File: config.mk
export PLATFORM = sky130hd
export DESIGN_NAME = selective_repeat_receiver
export DESIGN_NICKNAME = d
export VERILOG_FILES = /design/src/rtl/srr_pkg.sv /design/src/rtl/srr_ctrl.sv /design/src/rtl/srr_datapath.sv /design/src/rtl/selective_repeat_receiver.sv
export SDC_FILE = /design/constraint.sdc
export NUM_CORES = 1
export LEC_CHECK = 0
export BUFFER_PORTS_ARGS = -buffer_cell sky130_fd_sc_hd__buf_2
export CAP_MARGIN = 20
export CELL_PAD_IN_SITES_DETAIL_PLACEMENT = 0
export CELL_PAD_IN_SITES_GLOBAL_PLACEMENT = 2
export CORE_ASPECT_RATIO = 1.4
export CORE_UTILIZATION = 44
export DETAILED_ROUTE_END_ITERATION = 6
export GPL_ROUTABILITY_DRIVEN = 0
export GPL_TIMING_DRIVEN = 0
export PLACE_DENSITY_LB_ADDON = 0.12
export REMOVE_ABC_BUFFERS = 1
export SETUP_SLACK_MARGIN = 0.5
export SLEW_MARGIN = 20
export SYNTH_ARGS = -nofsm -noshare
export SYNTH_HDL_FRONTEND = slang
export SYNTH_SLANG_ARGS = --single-unit
File: constraint.sdc
create_clock -name clk_i -period 10 [get_ports clk_i]
set_input_delay 1.5 -clock clk_i [delete_from_list [all_inputs] [get_ports clk_i]]
set_output_delay 1.5 -clock clk_i [all_outputs]
set_load 0.05 [all_outputs]
File: src/rtl/srr_pkg.sv
package srr_pkg;

  // packet type codes
  localparam logic [1:0] PKT_START = 2'd0;
  localparam logic [1:0] PKT_END   = 2'd1;
  localparam logic [1:0] PKT_DATA  = 2'd2;
  localparam logic [1:0] PKT_OTHER = 2'd3;

  // result kind codes
  localparam logic KIND_ACK   = 1'b0;
  localparam logic KIND_DELIV = 1'b1;

  localparam logic [5:0]  WinReset = 6'd8;
  localparam logic [15:0] MaxBody  = 16'd2048;

  typedef struct packed {
    logic [1:0]  pkt_type;
    logic [31:0] seq_num;
    logic [11:0] pay_len;
    logic        crc_ok;
  } pkt_t;

  typedef struct packed {
    logic        kind;
    logic [31:0] out_seq;
    logic [11:0] out_len;
    logic [4:0]  slot_index;
    logic [15:0] file_index;
    logic        last;
  } res_t;

  typedef enum logic [2:0] {
    ST_IDLE,
    ST_EVAL,
    ST_DECIDE,
    ST_WALK,
    ST_DELIV,
    ST_ACK
  } ctrl_state_e;

  typedef struct packed {
    logic load;
    logic eval;
    logic set_started;
    logic write_slot;
    logic walk_init;
    logic rd;
    logic deliver;
    logic ack;
    logic clear_end;
  } ctrl_cmd_t;

  typedef struct packed {
    logic [1:0] pkt_type;
    logic       data_started;
    logic       lt_base;
    logic       in_win;
    logic       present;
    logic       bad;
    logic       at_base;
    logic       walk_ok;
  } dp_status_t;

endpackage

File: src/rtl/srr_ctrl.sv
module srr_ctrl
  import srr_pkg::*;
(
  input  logic       clk_i,
  input  logic       rst_ni,
  input  logic       start,
  output logic       busy,
  input  dp_status_t status_i,
  output ctrl_cmd_t  cmd_o
);

  ctrl_state_e state_q, state_d;

  logic accept_new;
  assign accept_new = status_i.pkt_type == PKT_DATA && !status_i.lt_base && status_i.in_win
                      && !status_i.present && !status_i.bad;

  always_ff @(posedge clk_i or negedge rst_ni) begin
    if (!rst_ni) begin
      state_q <= ST_IDLE;
    end else begin
      state_q <= state_d;
    end
  end

  always_comb begin
    state_d = state_q;
    unique case (state_q)
      ST_IDLE: begin
        if (start) state_d = ST_EVAL;
      end
      ST_EVAL: state_d = ST_DECIDE;
      ST_DECIDE: begin
        unique case (status_i.pkt_type)
          PKT_START: state_d = status_i.data_started ? ST_IDLE : ST_ACK;
          PKT_END:   state_d = ST_ACK;
          PKT_DATA: begin
            priority if (status_i.lt_base) state_d = ST_ACK;
            else if (!status_i.in_win)     state_d = ST_IDLE;
            else if (status_i.present)     state_d = ST_ACK;
            else if (status_i.bad)         state_d = ST_IDLE;
            else if (status_i.at_base)     state_d = ST_WALK;
            else                           state_d = ST_ACK;
          end
          default: state_d = ST_IDLE;
        endcase
      end
      ST_WALK:  state_d = status_i.walk_ok ? ST_DELIV : ST_ACK;
      ST_DELIV: state_d = ST_WALK;
      ST_ACK:   state_d = ST_IDLE;
      default:  state_d = ST_IDLE;
    endcase
  end

  always_comb begin
    cmd_o = '0;
    busy  = 1'b1;
    unique case (state_q)
      ST_IDLE: begin
        busy       = 1'b0;
        cmd_o.load = start;
      end
      ST_EVAL: cmd_o.eval = 1'b1;
      ST_DECIDE: begin
        cmd_o.set_started = status_i.pkt_type == PKT_DATA;
        cmd_o.write_slot  = accept_new;
        cmd_o.walk_init   = accept_new;
      end
      ST_WALK:  cmd_o.rd = status_i.walk_ok;
      ST_DELIV: cmd_o.deliver = 1'b1;
      ST_ACK: begin
        cmd_o.ack       = 1'b1;
        cmd_o.clear_end = status_i.pkt_type == PKT_END;
      end
      default: cmd_o = '0;
    endcase
  end

endmodule

File: src/rtl/srr_datapath.sv
module srr_datapath
  import srr_pkg::*;
#(
  parameter int unsigned WINDOW_SLOTS = 32
) (
  input  logic       clk_i,
  input  logic       rst_ni,
  input  logic       cfg_valid_i,
  input  logic [5:0] cfg_data_i,
  input  pkt_t       pkt_i,
  input  ctrl_cmd_t  cmd_i,
  output dp_status_t status_o,
  output logic       res_strobe_o,
  output res_t       res_o
);

  localparam int unsigned SW = $clog2(WINDOW_SLOTS);
  localparam int unsigned CW = $clog2(WINDOW_SLOTS + 1);
  localparam logic [6:0]    SlotsW  = 7'(WINDOW_SLOTS);
  localparam logic [SW:0]   SlotsX  = (SW + 1)'(WINDOW_SLOTS);
  localparam logic [SW-1:0] LastSlot = SW'(WINDOW_SLOTS - 1);

  logic [5:0]              win_size_q;
  pkt_t                    in_q;
  logic [31:0]             base_q;
  logic [SW-1:0]           base_slot_q;
  logic [WINDOW_SLOTS-1:0] present_q;
  logic                    started_q;
  logic [15:0]             count_q;
  logic [CW-1:0]           walk_cnt_q;
  logic                    lt_q, in_win_q, at_base_q;
  logic [SW-1:0]           slot_q;
  logic [11:0]             len_mem [WINDOW_SLOTS];
  logic [11:0]             rdata_q;
  logic                    strobe_q;
  res_t                    res_q;

  // effective window, clipped at the slot count
  logic [6:0]    win_w;
  logic [CW-1:0] win;
  assign win_w = ({1'b0, win_size_q} > SlotsW) ? SlotsW : {1'b0, win_size_q};
  assign win   = CW'(win_w);

  // window checks, edge compare without wrap
  logic [32:0]   edge_sum;
  logic [31:0]   diff;
  logic [SW:0]   slot_sum;
  logic [SW-1:0] slot_d;
  assign edge_sum = {1'b0, base_q} + 33'(win);
  assign diff     = in_q.seq_num - base_q;
  assign slot_sum = {1'b0, base_slot_q} + {1'b0, diff[SW-1:0]};
  assign slot_d   = (slot_sum >= SlotsX) ? SW'(slot_sum - SlotsX) : slot_sum[SW-1:0];

  logic [SW-1:0] next_base_slot;
  assign next_base_slot = (base_q == '1 || base_slot_q == LastSlot) ? '0 : base_slot_q + 1'b1;

  assign status_o.pkt_type     = in_q.pkt_type;
  assign status_o.data_started = started_q;
  assign status_o.lt_base      = lt_q;
  assign status_o.in_win       = in_win_q;
  assign status_o.present      = present_q[slot_q];
  assign status_o.bad          = !in_q.crc_ok || (16'(in_q.pay_len) > MaxBody);
  assign status_o.at_base      = at_base_q;
  assign status_o.walk_ok      = present_q[base_slot_q] && (walk_cnt_q < win);

  always_ff @(posedge clk_i or negedge rst_ni) begin
    if (!rst_ni) begin
      win_size_q  <= WinReset;
      base_q      <= '0;
      base_slot_q <= '0;
      present_q   <= '0;
      started_q   <= 1'b0;
      count_q     <= '0;
      walk_cnt_q  <= '0;
      strobe_q    <= 1'b0;
    end else begin
      strobe_q <= cmd_i.deliver || cmd_i.ack;
      if (cfg_valid_i) win_size_q <= cfg_data_i;
      if (cmd_i.set_started) started_q <= 1'b1;
      if (cmd_i.write_slot) present_q[slot_q] <= 1'b1;
      if (cmd_i.walk_init) walk_cnt_q <= '0;
      if (cmd_i.deliver) begin
        present_q[base_slot_q] <= 1'b0;
        base_q      <= base_q + 32'd1;
        base_slot_q <= next_base_slot;
        walk_cnt_q  <= walk_cnt_q + 1'b1;
      end
      if (cmd_i.clear_end) begin
        base_q      <= '0;
        base_slot_q <= '0;
        present_q   <= '0;
        started_q   <= 1'b0;
        count_q     <= count_q + 16'd1;
      end
    end
  end

  always_ff @(posedge clk_i) begin
    if (cmd_i.load) in_q <= pkt_i;
    if (cmd_i.eval) begin
      lt_q      <= in_q.seq_num < base_q;
      in_win_q  <= {1'b0, in_q.seq_num} < edge_sum;
      at_base_q <= in_q.seq_num == base_q;
      slot_q    <= slot_d;
    end
    if (cmd_i.write_slot) len_mem[slot_q] <= in_q.pay_len;
    if (cmd_i.rd) rdata_q <= len_mem[base_slot_q];
    if (cmd_i.deliver) begin
      res_q.kind       <= KIND_DELIV;
      res_q.out_seq    <= base_q;
      res_q.out_len    <= rdata_q;
      res_q.slot_index <= 5'(base_slot_q);
      res_q.file_index <= count_q;
      res_q.last       <= 1'b0;
    end else if (cmd_i.ack) begin
      res_q.kind       <= KIND_ACK;
      res_q.out_seq    <= in_q.seq_num;
      res_q.out_len    <= '0;
      res_q.slot_index <= '0;
      res_q.file_index <= count_q;
      res_q.last       <= 1'b1;
    end
  end

  assign res_strobe_o = strobe_q;
  assign res_o        = res_q;

endmodule

File: src/rtl/selective_repeat_receiver.sv
// an ack that releases nothing follows start through the states EVAL, DECIDE and ACK; dropped or
// ignored items return to IDLE from DECIDE; releasing payloads adds, for each one, a WALK state
// (presence check and slot length memory read) and a DELIV state, plus one closing WALK presence
// check before ACK; busy is low only in IDLE, so no new item is taken before the last is through
// results are single-cycle strobes; the receiver cannot stall them
// reset (async, active low) clears base, presence bits, counters, window size to 8; lengths kept
module selective_repeat_receiver
  import srr_pkg::*;
#(
  parameter int unsigned WINDOW_SLOTS = 32
) (
  input  logic       clk_i,
  input  logic       rst_ni,
  input  logic       start,
  output logic       busy,
  input  pkt_t       pkt_i,
  output logic       res_strobe_o,
  output res_t       res_o,
  input  logic       cfg_valid_i,
  output logic       cfg_ready_o,
  input  logic [5:0] cfg_data_i
);

  ctrl_cmd_t  cmd;
  dp_status_t status;

  assign cfg_ready_o = 1'b1;

  srr_ctrl u_ctrl (
    .clk_i    (clk_i),
    .rst_ni   (rst_ni),
    .start    (start),
    .busy     (busy),
    .status_i (status),
    .cmd_o    (cmd)
  );

  srr_datapath #(
    .WINDOW_SLOTS (WINDOW_SLOTS)
  ) u_datapath (
    .clk_i        (clk_i),
    .rst_ni       (rst_ni),
    .cfg_valid_i  (cfg_valid_i),
    .cfg_data_i   (cfg_data_i),
    .pkt_i        (pkt_i),
    .cmd_i        (cmd),
    .status_o     (status),
    .res_strobe_o (res_strobe_o),
    .res_o        (res_o)
  );

endmodule

==> qor.csv, run 1 <==
stage,metric,value,unit
status,status,completed,
grt,grtUsageTotal,23.0,%
clocking,clock_path_buffers,3,
grt,grt_max_degree,65,
cells_and_area,multi_input_comb_area,0.00863,sq mm
pwr,p_leak,0.0107,uW
routing,drc,0,
critical_path,crit_path_end_kind,register,
grt,grt_pass1_vias,15573,
pwr,clkPwrFrac,30.4,%
critical_path,regToRegStartpoint,u_datapath.win_size_q[5],
sta,clock.fmax,0.165,GHz
yosys,synth_common_cells,"516 x edfxtp_1, 126 x mux4_2, 101 x dfrtp_1",
sta,finalSetupTns,0,ns
sta,worst_slew_pin_slew,1.10,ns
sta,hold_violations,0,
min_path,min_to,u_datapath.res_o[66],
critical_path,start_kind,register,
grt,grt_pass1_wl,104,mm
pwr,comb_power_share,24.6,%
min_path,holdPathStages,2,
sta,relSlewSlack,26.7,%
placed_design,numPortBuffers,125,
cells_and_area,seqCellArea,0.0181,sq mm
cells_and_area,nets,1978,
routing,initialDrtViolationCount,962,
pwr,switching_share,30.8,%
pwr,seqPwrFrac,45.0,%
sta,min_period_over_period,60.6,%
clocking,htree_levels,2,
placed_design,dp_hpwl,47.2,mm
die,initial_utilization,44.5,%
critical_path,r2r_cells,17,
cells_and_area,drive_above_1_share,24.9,%
critical_path,worst-endpoint-required,10.35,ns
pwr,power.density,240,mW/mm^2
yosys,yosysMostFrequentCell,edfxtp_1,
routing,postRouteAntennaNets,0,
yosys,synthTopCellsByArea,"edfxtp_1 57%, mux4_2 10%, dfrtp_1 9.3%, ha_1 4.0%, xnor2_1 2.1%",
yosys,synth_edf_count,516,
die,dieHeight,295,um
yosys,yosysTopAreaCell,edfxtp_1,
grt,grt.overflow.total,0,
clocking,clkTransAtPathRegs,0.06,ns
die,fp.dieW,212,um
grt,antenna_found_initial,1,
routing,first_pass_iters,5,
clocking,insertion_delay,0.63,ns
clocking,cts_setup_buffers,0,
yosys,syn_area,0.0271,sq mm
die,die_area,0.0625,sq mm
sta,rsz0062_at_grt,false,
die,pin_count,127,
yosys,ys_async_sr_fraction,16.5,%
critical_path,r2r-end,u_datapath.in_win_q,
clocking,cts.sinks,620,
routing,via_per_inst,5.62,
pwr,peakVddDrop,202,uV
yosys,synth_ff_type,edfxtp_1,
job,drv.max_cap_violation_count,0,
pwr,switchingPower,2310,uW
clocking,clock-root-buffer,clkbuf_16,
yosys,yosysWarningCount,0,
cells_and_area,area_growth,15.2,%
sta,finalCriticalPeriod,6.06,ns
clocking,cts_resized,0,
critical_path,path_max_fanout,4,
critical_path,cp.arrival,6.40,ns
yosys,syn_avg_cell_area,16.1,sq um
cells_and_area,antennaDiodeCount,0,
routing,wl_per_cell,26.0,um
routing,vias,15139,
yosys,yosys.area.top_type_share,57.2,%
yosys,syn_inst,1681,
critical_path,timing.reg2reg.setup_slack,3.94,ns
cells_and_area,nFillCells,5193,
sta,finalMaxSlewViolations,0,
routing,routed_wl,70.0,mm
clocking,numCtsBuffers,58,
die,rows,107,
min_path,hp-class,register to register,
cells_and_area,postLayoutCoreUtil,51.3,%
sta,finalSetupViolations,0,
yosys,yosysUniqueCellTypes,70,
clocking,cts_tree,done,
yosys,yosysSeqAreaShare,66.8,%
critical_path,path_class,register to register,
sta,skew,0.0277,ns
die,core-area,0.0608,sq mm
min_path,min-delay-start,u_datapath.res_o[66],
yosys,yosys_register_bits,620,
clocking,holdBufCountCts,0,
pwr,intPower,5190,uW
[routing by layer]
layer | wire (um) | global-route usage, %
met3 | 2580 | 2.88
met2 | 37800 | 42.2
met1 | 27300 | 27.8
met4 | 2290 | 7.83
met5 | 0 | 0
[registers in the layout, indices dropped and copies added (netlist names), 6 cells and up]
name	cells
u_datapath.walk_cnt_q	6
u_datapath.win_size_q	6
u_datapath.base_q	32
u_datapath.present_q	32
u_datapath.len_mem	384
u_datapath.rdata_q	12
u_datapath.in_q	45
u_datapath.res_o	67
u_datapath.count_q	16
[power groups by stage]
stage | logic, uW | clock network, uW | registers (uW)
global placement | 1730 | 0 | 3630
finish | 1840 | 2280 | 3370
global route | 2000 | 2420 | 3410
floorplan | 1080 | 0 | 3590
detailed placement | 1850 | 0 | 3460
CTS | 1860 | 2330 | 3410
[layout by cell type, fill, tap and decap left out, types with 50 or more instances in the layout]
cell type,count
clkbuf_16,59
inv_1,50
xnor2_1,66
dfrtp_1,96
buf_2,124
nand2_1,81
ha_1,86
mux4_2,126
edfxtp_1,516
a21oi_1,66
nor2_1,73
o21ai_0,61
[worst max path at each step]
stage	start	to	slack (ns)	cells after the start
after floorplan	u_datapath.base_slot_q[0]	u_datapath.rdata_q[0]	3.80	6
after global placement	u_ctrl.state_q[2]	u_datapath.present_q[6]	0.49	5
after detailed placement	u_datapath.win_size_q[5]	u_datapath.in_win_q	3.84	17
after CTS	u_datapath.win_size_q[5]	u_datapath.in_win_q	3.80	17
after global routing	u_datapath.win_size_q[5]	u_datapath.in_win_q	3.58	17
final	u_datapath.win_size_q[5]	u_datapath.in_win_q	3.94	17
[worst max-delay path, cell delays in order, from the launching register on]
cell and delay (ns):
dfrtp_1 0.41, nor2b_1 0.20, ha_1 0.20, inv_1 0.05, fa_1 0.39, nor2b_1 0.13
o21a_1 0.14, o21ai_0 0.28, a2111oi_1 1.01, nand2_1 0.17, xnor2_1 0.17, ha_1 0.20
or4_1 0.57, a21oi_1 0.14, o21ai_0 0.13, a2111oi_0 0.83, o31ai_1 0.20, o31ai_1 0.55
[logic make-up (layout without fill, tap and decap cells)]
family | count (synthesis) | after routing | share of synthesized area (%)
flip-flops | 620 | 620 | 66.8
AND/OR/NAND/NOR | 384 | 384 | 7.40
multiplexers | 167 | 167 | 12.2
buffers and inverters | 122 | 320 | 1.82
XOR/XNOR | 79 | 79 | 2.56
other | 1 | 1 | 0.0139
adder cells (fa/ha/maj) | 89 | 89 | 4.20
AO/OA/AOI/OAI | 219 | 219 | 4.98
[layout make-up]
type                    instances  area share, %
inverters                      51          0.614
multi-input cells             939           27.7
clock buffers                  81           5.22
clock inverters                26           1.06
flip-flops and latches        620           58.0
well taps                     817           3.28
repair buffers                162           4.12
[per-stage QoR]
step | power [uW] | setup slack [ns] | cells | hold slack, ns | cell area [sq um]
detailed placement | 5310 | 3.84 | 2584 | 0.457 | 29200
CTS | 7590 | 3.80 | 2691 | 0.468 | 31100
finish | 7500 | 3.94 | 2696 | 0.462 | 31200
floorplan | 4670 | 3.80 | 1610 | 0.437 | 26800
global route | 7830 | 3.58 | 2696 | 0.502 | 31200
global placement | 5360 | 0.491 | 2552 | 0.453 | 28400
No activity file was read; power rests on OpenSTA's default activity.
==> inputs of run 2 (changes only) <==
- CORE_UTILIZATION: 44 -> 42
- clock period: 10 -> 5.1 ns (I/O delays scaled with it)
==> run 2 against run 1 <==
Against the previous run:
- sequential share of layout area is 0.61 points lower
- highest routed layer unchanged
- fmax is 39% higher
- sequential power is 95% higher
- largest cell class unchanged
- register-to-register slack worse by 3.2 ns
- hold slack worse by 0.43 ns
- wire length is 0.58% lower
- critical path depth stayed put
- die area is 4.7% higher
- global-route usage is 1.3 points lower
- combinational power is 100% higher
- clock-buffer cell count is 15 lower
- clock skew is 0.0089 ns lower
==> qor.csv, run 2 (synthesis results as in run 1) <==
stage,metric,value,unit
die,core-area,0.0634,sq mm
pwr,power.density,477,mW/mm^2
critical_path,path_cells,nor2b_2 > ha_1 > inv_1 > fa_1 > nor2b_1 > o21a_1 > o21ai_4 > a2111oi_4 > nand2_1 > xnor2_1 > ha_1 > or4_4 > a21oi_2 > o21ai_2 > a2111oi_4 > o31ai_1 > o31ai_1,
die,initial_utilization,42.7,%
sta,finalSetupViolations,0,
critical_path,cp.arrival,4.81,ns
grt,grt_max_degree,69,
die,rows,109,
clocking,cts.sinks,620,
pwr,p_leak,0.0109,uW
die,dieHeight,302,um
clocking,cts_setup_buffers,0,
routing,drc,0,
routing,first_pass_iters,5,
clocking,numCtsBuffers,59,
sta,skew,0.0188,ns
grt,grt_pass1_wl,103,mm
sta,finalMaxSlewViolations,0,
clocking,clock_path_buffers,3,
die,die_area,0.0655,sq mm
sta,min_period_over_period,85.5,%
clocking,holdBufCountCts,0,
routing,postRouteAntennaNets,0,
grt,grtUsageTotal,21.7,%
routing,vias,15074,
cells_and_area,final_common_cell,edfxtp_1,
grt,grt.overflow.total,0,
cells_and_area,finish.instance_area,0.0315,sq mm
placed_design,dp_hpwl,48.2,mm
grt,grt_pass1_vias,15650,
pwr,peakVddDrop,290,uV
critical_path,start_kind,register,
sta,finalCriticalPeriod,4.36,ns
sta,clock.fmax,0.229,GHz
cells_and_area,layout_common_cells,"516 x edfxtp_1, 126 x mux4_2, 124 x buf_2, 95 x dfrtp_1, 86 x ha_1",
clocking,insertion_delay,0.64,ns
status,status,completed,
cells_and_area,drive_above_1_share,26.7,%
clocking,clkTransAtPathRegs,0.07,ns
cells_and_area,top_register,u_datapath.len_mem,
min_path,hp-class,primary input to async pin,
critical_path,worst-endpoint-required,5.55,ns
die,pin_count,127,
die,fp.dieW,217,um
routing,initialDrtViolationCount,1035,
sta,relSlewSlack,37.4,%
critical_path,slowest_delay,0.53,ns
placed_design,numPortBuffers,125,
sta,holdWs,0.0330,ns
clocking,cts_tree,done,
cells_and_area,largest_reg_flops,384,
cells_and_area,area_growth,16.4,%
placed_design,dpl_cell_area,0.0292,sq mm
critical_path,slowest_stage,or4_4,
job,drv.max_cap_violation_count,0,
critical_path,crit_path_end_kind,register,
routing,wl_per_cell,25.5,um
routing,via_per_inst,5.54,
sta,hold_violations,0,
grt,antenna_found_initial,0,
critical_path,path_class,register to register,
sta,worst_slew_pin_slew,0.938,ns
cells_and_area,nFillCells,5447,
critical_path,path_max_fanout,4,
clocking,htree_levels,2,
cells_and_area,nets,1987,
sta,rsz0062_at_grt,false,
routing,routed_wl,69.6,mm
clocking,clock-root-buffer,clkbuf_16,
-- run 2: cell count changes in the layout (fill, tap and decap cells not counted), sizes merged --
cell / delta
buf: +8
clkinvlp: +5
clkinv: +4
inv: +5
clkbuf: -15
bufinv: +4
diode: +1
-- run 2: critical path, delay by kind of cell (launching register included) --
kind | cells | cell delay (ns)
AOI/OAI and AO/OA | 8 | 1.80
and+or+nand+nor | 4 | 0.95
adders and majority gates | 3 | 0.78
DFF | 1 | 0.44
xor gates and xnor gates | 1 | 0.14
buffers and inverters | 1 | 0.06
-- run 2: power breakdown --
group,internal [uW],switching [uW]
clock,2700,2010
combinational,1610,2140
sequential,6050,522
total,10400,4670
-- run 2: path summary, 6_finish.rpt --
| check | slack, ns | endpoint | startpoint | cells past startpoint |
|---|---|---|---|---|
| max in group asynchronous | 4.29 | u_datapath.base_slot_q[0] | rst_ni | 2 |
| setup / recovery | 0.74 | u_datapath.in_win_q | u_datapath.win_size_q[5] | 17 |
| min in group clk_i | 0.29 | u_datapath.in_q[16] | pkt_i[16] | 1 |
| setup reg to reg | 0.74 | u_datapath.in_win_q | u_datapath.win_size_q[5] | 17 |
| hold reg to reg | 0.46 | u_datapath.count_q[15] | u_datapath.count_q[15] | 1 |
| hold / removal | 0.03 | u_datapath.win_size_q[2] | rst_ni | 1 |
-- run 2: per-layer routing --
metal / vias up / part of all wire [%] / wire length (um) / global-route usage (%)
li1: 6864 / - / - / -
met1: 7790 / 38 / 26300 / 25.1
met2: 311 / 55 / 38600 / 40.7
met3: 109 / 3.1 / 2160 / 2.81
met4: 0 / 3.6 / 2520 / 8.12
met5: - / 0 / 0 / 0
-- run 2: through the flow --
stage / util [%] / total power (uW) / worst slack [ns] / std cells / setup TNS (ns)
after floorplan: - / 9160 / -1.10 / 1610 / -31.25
after global placement: 44.8 / 10500 / -4.30 / 2567 / -429.77
after detailed placement: 46.0 / 10500 / -0.836 / 2600 / -0.836
after CTS: 49.4 / 15200 / 0.519 / 2710 / 0
after global routing: 49.7 / 15600 / 0.555 / 2722 / 0
final: 49.7 / 15000 / 0.739 / 2723 / 0
-- run 2: cell type report --
type / instances / area [sq um] / area share, %
tap: 832 / 1040 / 3.30
inverter: 51 / 191 / 0.607
timing repair buffer: 170 / 1410 / 4.47
clock buffer: 66 / 1530 / 4.86
sequential: 620 / 18100 / 57.4
clock inverter: 44 / 564 / 1.79
multi-input combinational: 939 / 8680 / 27.5
antenna: 1 / 2.50 / 0.00794
-- run 2: repair_timing --
item	4_1_cts	5_1_grt
resized for setup	14	8
pin swaps	2	6
setup endpoints to repair	1	1
==> inputs of run 3 (changes only) <==
- CORE_ASPECT_RATIO: 1.4 -> 1.5
==> run 3 against run 2 <==
Against the previous run:
- die area about the same
- cell count down 1.5%
- via count up 0.19%
- power down 3.7%
- hold slack better by 0.0086 ns
- sequential power up 0.9%
- register-to-register slack worse by 0.099 ns
- clock power down 9.8%
- utilization down 0.69 points
==> qor.csv, run 3 (synthesis results as in run 1) <==
stage,metric,value,unit
status,status,completed,
die,die_area,0.0655,sq mm
sta,clock.fmax,0.224,GHz
sta,relSlewSlack,28.4,%
clocking,clkTransAtPathRegs,0.07,ns
critical_path,path_class,register to register,
sta,worst_slew_pin_slew,1.07,ns
critical_path,path_max_fanout,4,
routing,first_pass_iters,5,
sta,finalCriticalPeriod,4.46,ns
pwr,power.density,465,mW/mm^2
sta,holdWs,0.0416,ns
critical_path,cp.arrival,4.81,ns
die,core-area,0.0635,sq mm
grt,grt_max_degree,67,
critical_path,crit_path_end_kind,register,
sta,skew,0.0160,ns
cells_and_area,drive_above_1_share,25.1,%
routing,via_per_inst,5.63,
cells_and_area,antennaDiodeCount,0,
grt,grtUsageTotal,22.1,%
cells_and_area,postLayoutCoreUtil,49.0,%
die,fp.dieW,209,um
sta,finalMaxSlewViolations,0,
min_path,hp-class,primary input to async pin,
grt,grt_pass1_vias,15885,
clocking,cts_tree,done,
routing,routed_wl,70.9,mm
routing,vias,15103,
cells_and_area,largest_reg_flops,384,
routing,postRouteAntennaNets,0,
cells_and_area,final_common_cell,edfxtp_1,
pwr,p_leak,0.0107,uW
grt,grt_pass1_wl,105,mm
sta,finalSetupTns,0,ns
critical_path,r2r_cells,15,
critical_path,worst-endpoint-required,5.46,ns
cells_and_area,area_growth,14.9,%
clocking,numCtsBuffers,59,
die,rows,113,
die,pin_count,127,
pwr,peakVddDrop,315,uV
sta,min_period_over_period,87.4,%
cells_and_area,nets,1977,
cells_and_area,top_register,u_datapath.len_mem,
die,initial_utilization,42.6,%
pwr,total_power,14500,uW
clocking,htree_levels,2,
placed_design,numPortBuffers,125,
clocking,clock-root-buffer,clkbuf_16,
clocking,insertion_delay,0.64,ns
routing,initialDrtViolationCount,942,
sta,finalSetupViolations,0,
placed_design,dp_hpwl,47.8,mm
grt,grt.overflow.total,0,
clocking,cts.sinks,620,
job,drv.max_cap_violation_count,0,
critical_path,start_kind,register,
routing,drc,0,
routing,wl_per_cell,26.4,um
sta,rsz0062_at_grt,false,
sta,hold_violations,0,
die,dieHeight,313,um
grt,antenna_found_initial,0,
cells_and_area,layout_common_cells,"516 x edfxtp_1, 126 x mux4_2, 124 x buf_2, 95 x dfrtp_1, 86 x ha_1",
clocking,clock_path_buffers,3,
## run 3: power breakdown
group	total (uW)	switching (uW)	leakage, uW	internal, uW
sequential	6630	578	0.00609	6050
clock	4250	1930	0.000884	2320
combinational	3600	2010	0.00370	1580
## run 3: final timing paths
path,from,to,slack (ns)
min in group clk_i,pkt_i[13],u_datapath.in_q[13],0.30
max in group asynchronous,rst_ni,u_datapath.base_slot_q[0],4.27
hold reg to reg,u_datapath.count_q[15],u_datapath.count_q[15],0.47
hold / removal,rst_ni,u_datapath.base_q[5],0.04
setup / recovery,u_datapath.win_size_q[5],u_datapath.in_win_q,0.64
setup reg to reg,u_datapath.win_size_q[5],u_datapath.in_win_q,0.64
## run 3: through the flow
step	worst slack [ns]	area, sq um	cells
2_1_floorplan	-1.10	26800	1610
3_3_place_gp	-4.58	28400	2540
3_5_place_dp	-0.967	29200	2571
4_1_cts	0.500	31100	2679
5_1_grt	0.516	31100	2682
6_report	0.641	31100	2682
## run 3: final cells by class
class | instances | area, sq um
sequential | 620 | 18100
inverter | 51 | 191
clock inverter | 35 | 288
tap | 805 | 1010
multi-input combinational | 939 | 8720
timing repair buffer | 160 | 1280
fill | 5374 | 32400
clock buffer | 72 | 1530
## run 3: worst max-delay path, stage by stage, from the launching register on
cell     delay (ns)
dfrtp_2        0.44
nor2b_4        0.14
ha_1           0.17
inv_1          0.06
fa_1           0.39
nor2b_1        0.13
o21a_1         0.20
o21ai_4        0.12
a211o_1        0.45
nor2_1         0.20
xnor2_1        0.10
ha_1           0.35
nand4_1        0.25
or4_1          0.70
a31oi_2        0.32
o31ai_2        0.15
## run 3: routing by layer
layer	share of wire, %	vias up	wire (um)	GRT usage [%]
li1	-	6833	-	-
met1	38	7804	27200	25.9
met2	54	346	38300	40.5
met3	3.7	120	2600	2.86
met4	3.9	0	2780	9.16
met5	0	-	0	0
## run 3: repair_timing
action / in CTS / in global routing
gates resized for setup: 18 / 3
hold buffers: 0 / 0
setup buffers: 1 / 2
pin swaps: 3 / 4
setup endpoints to repair: 1 / 1
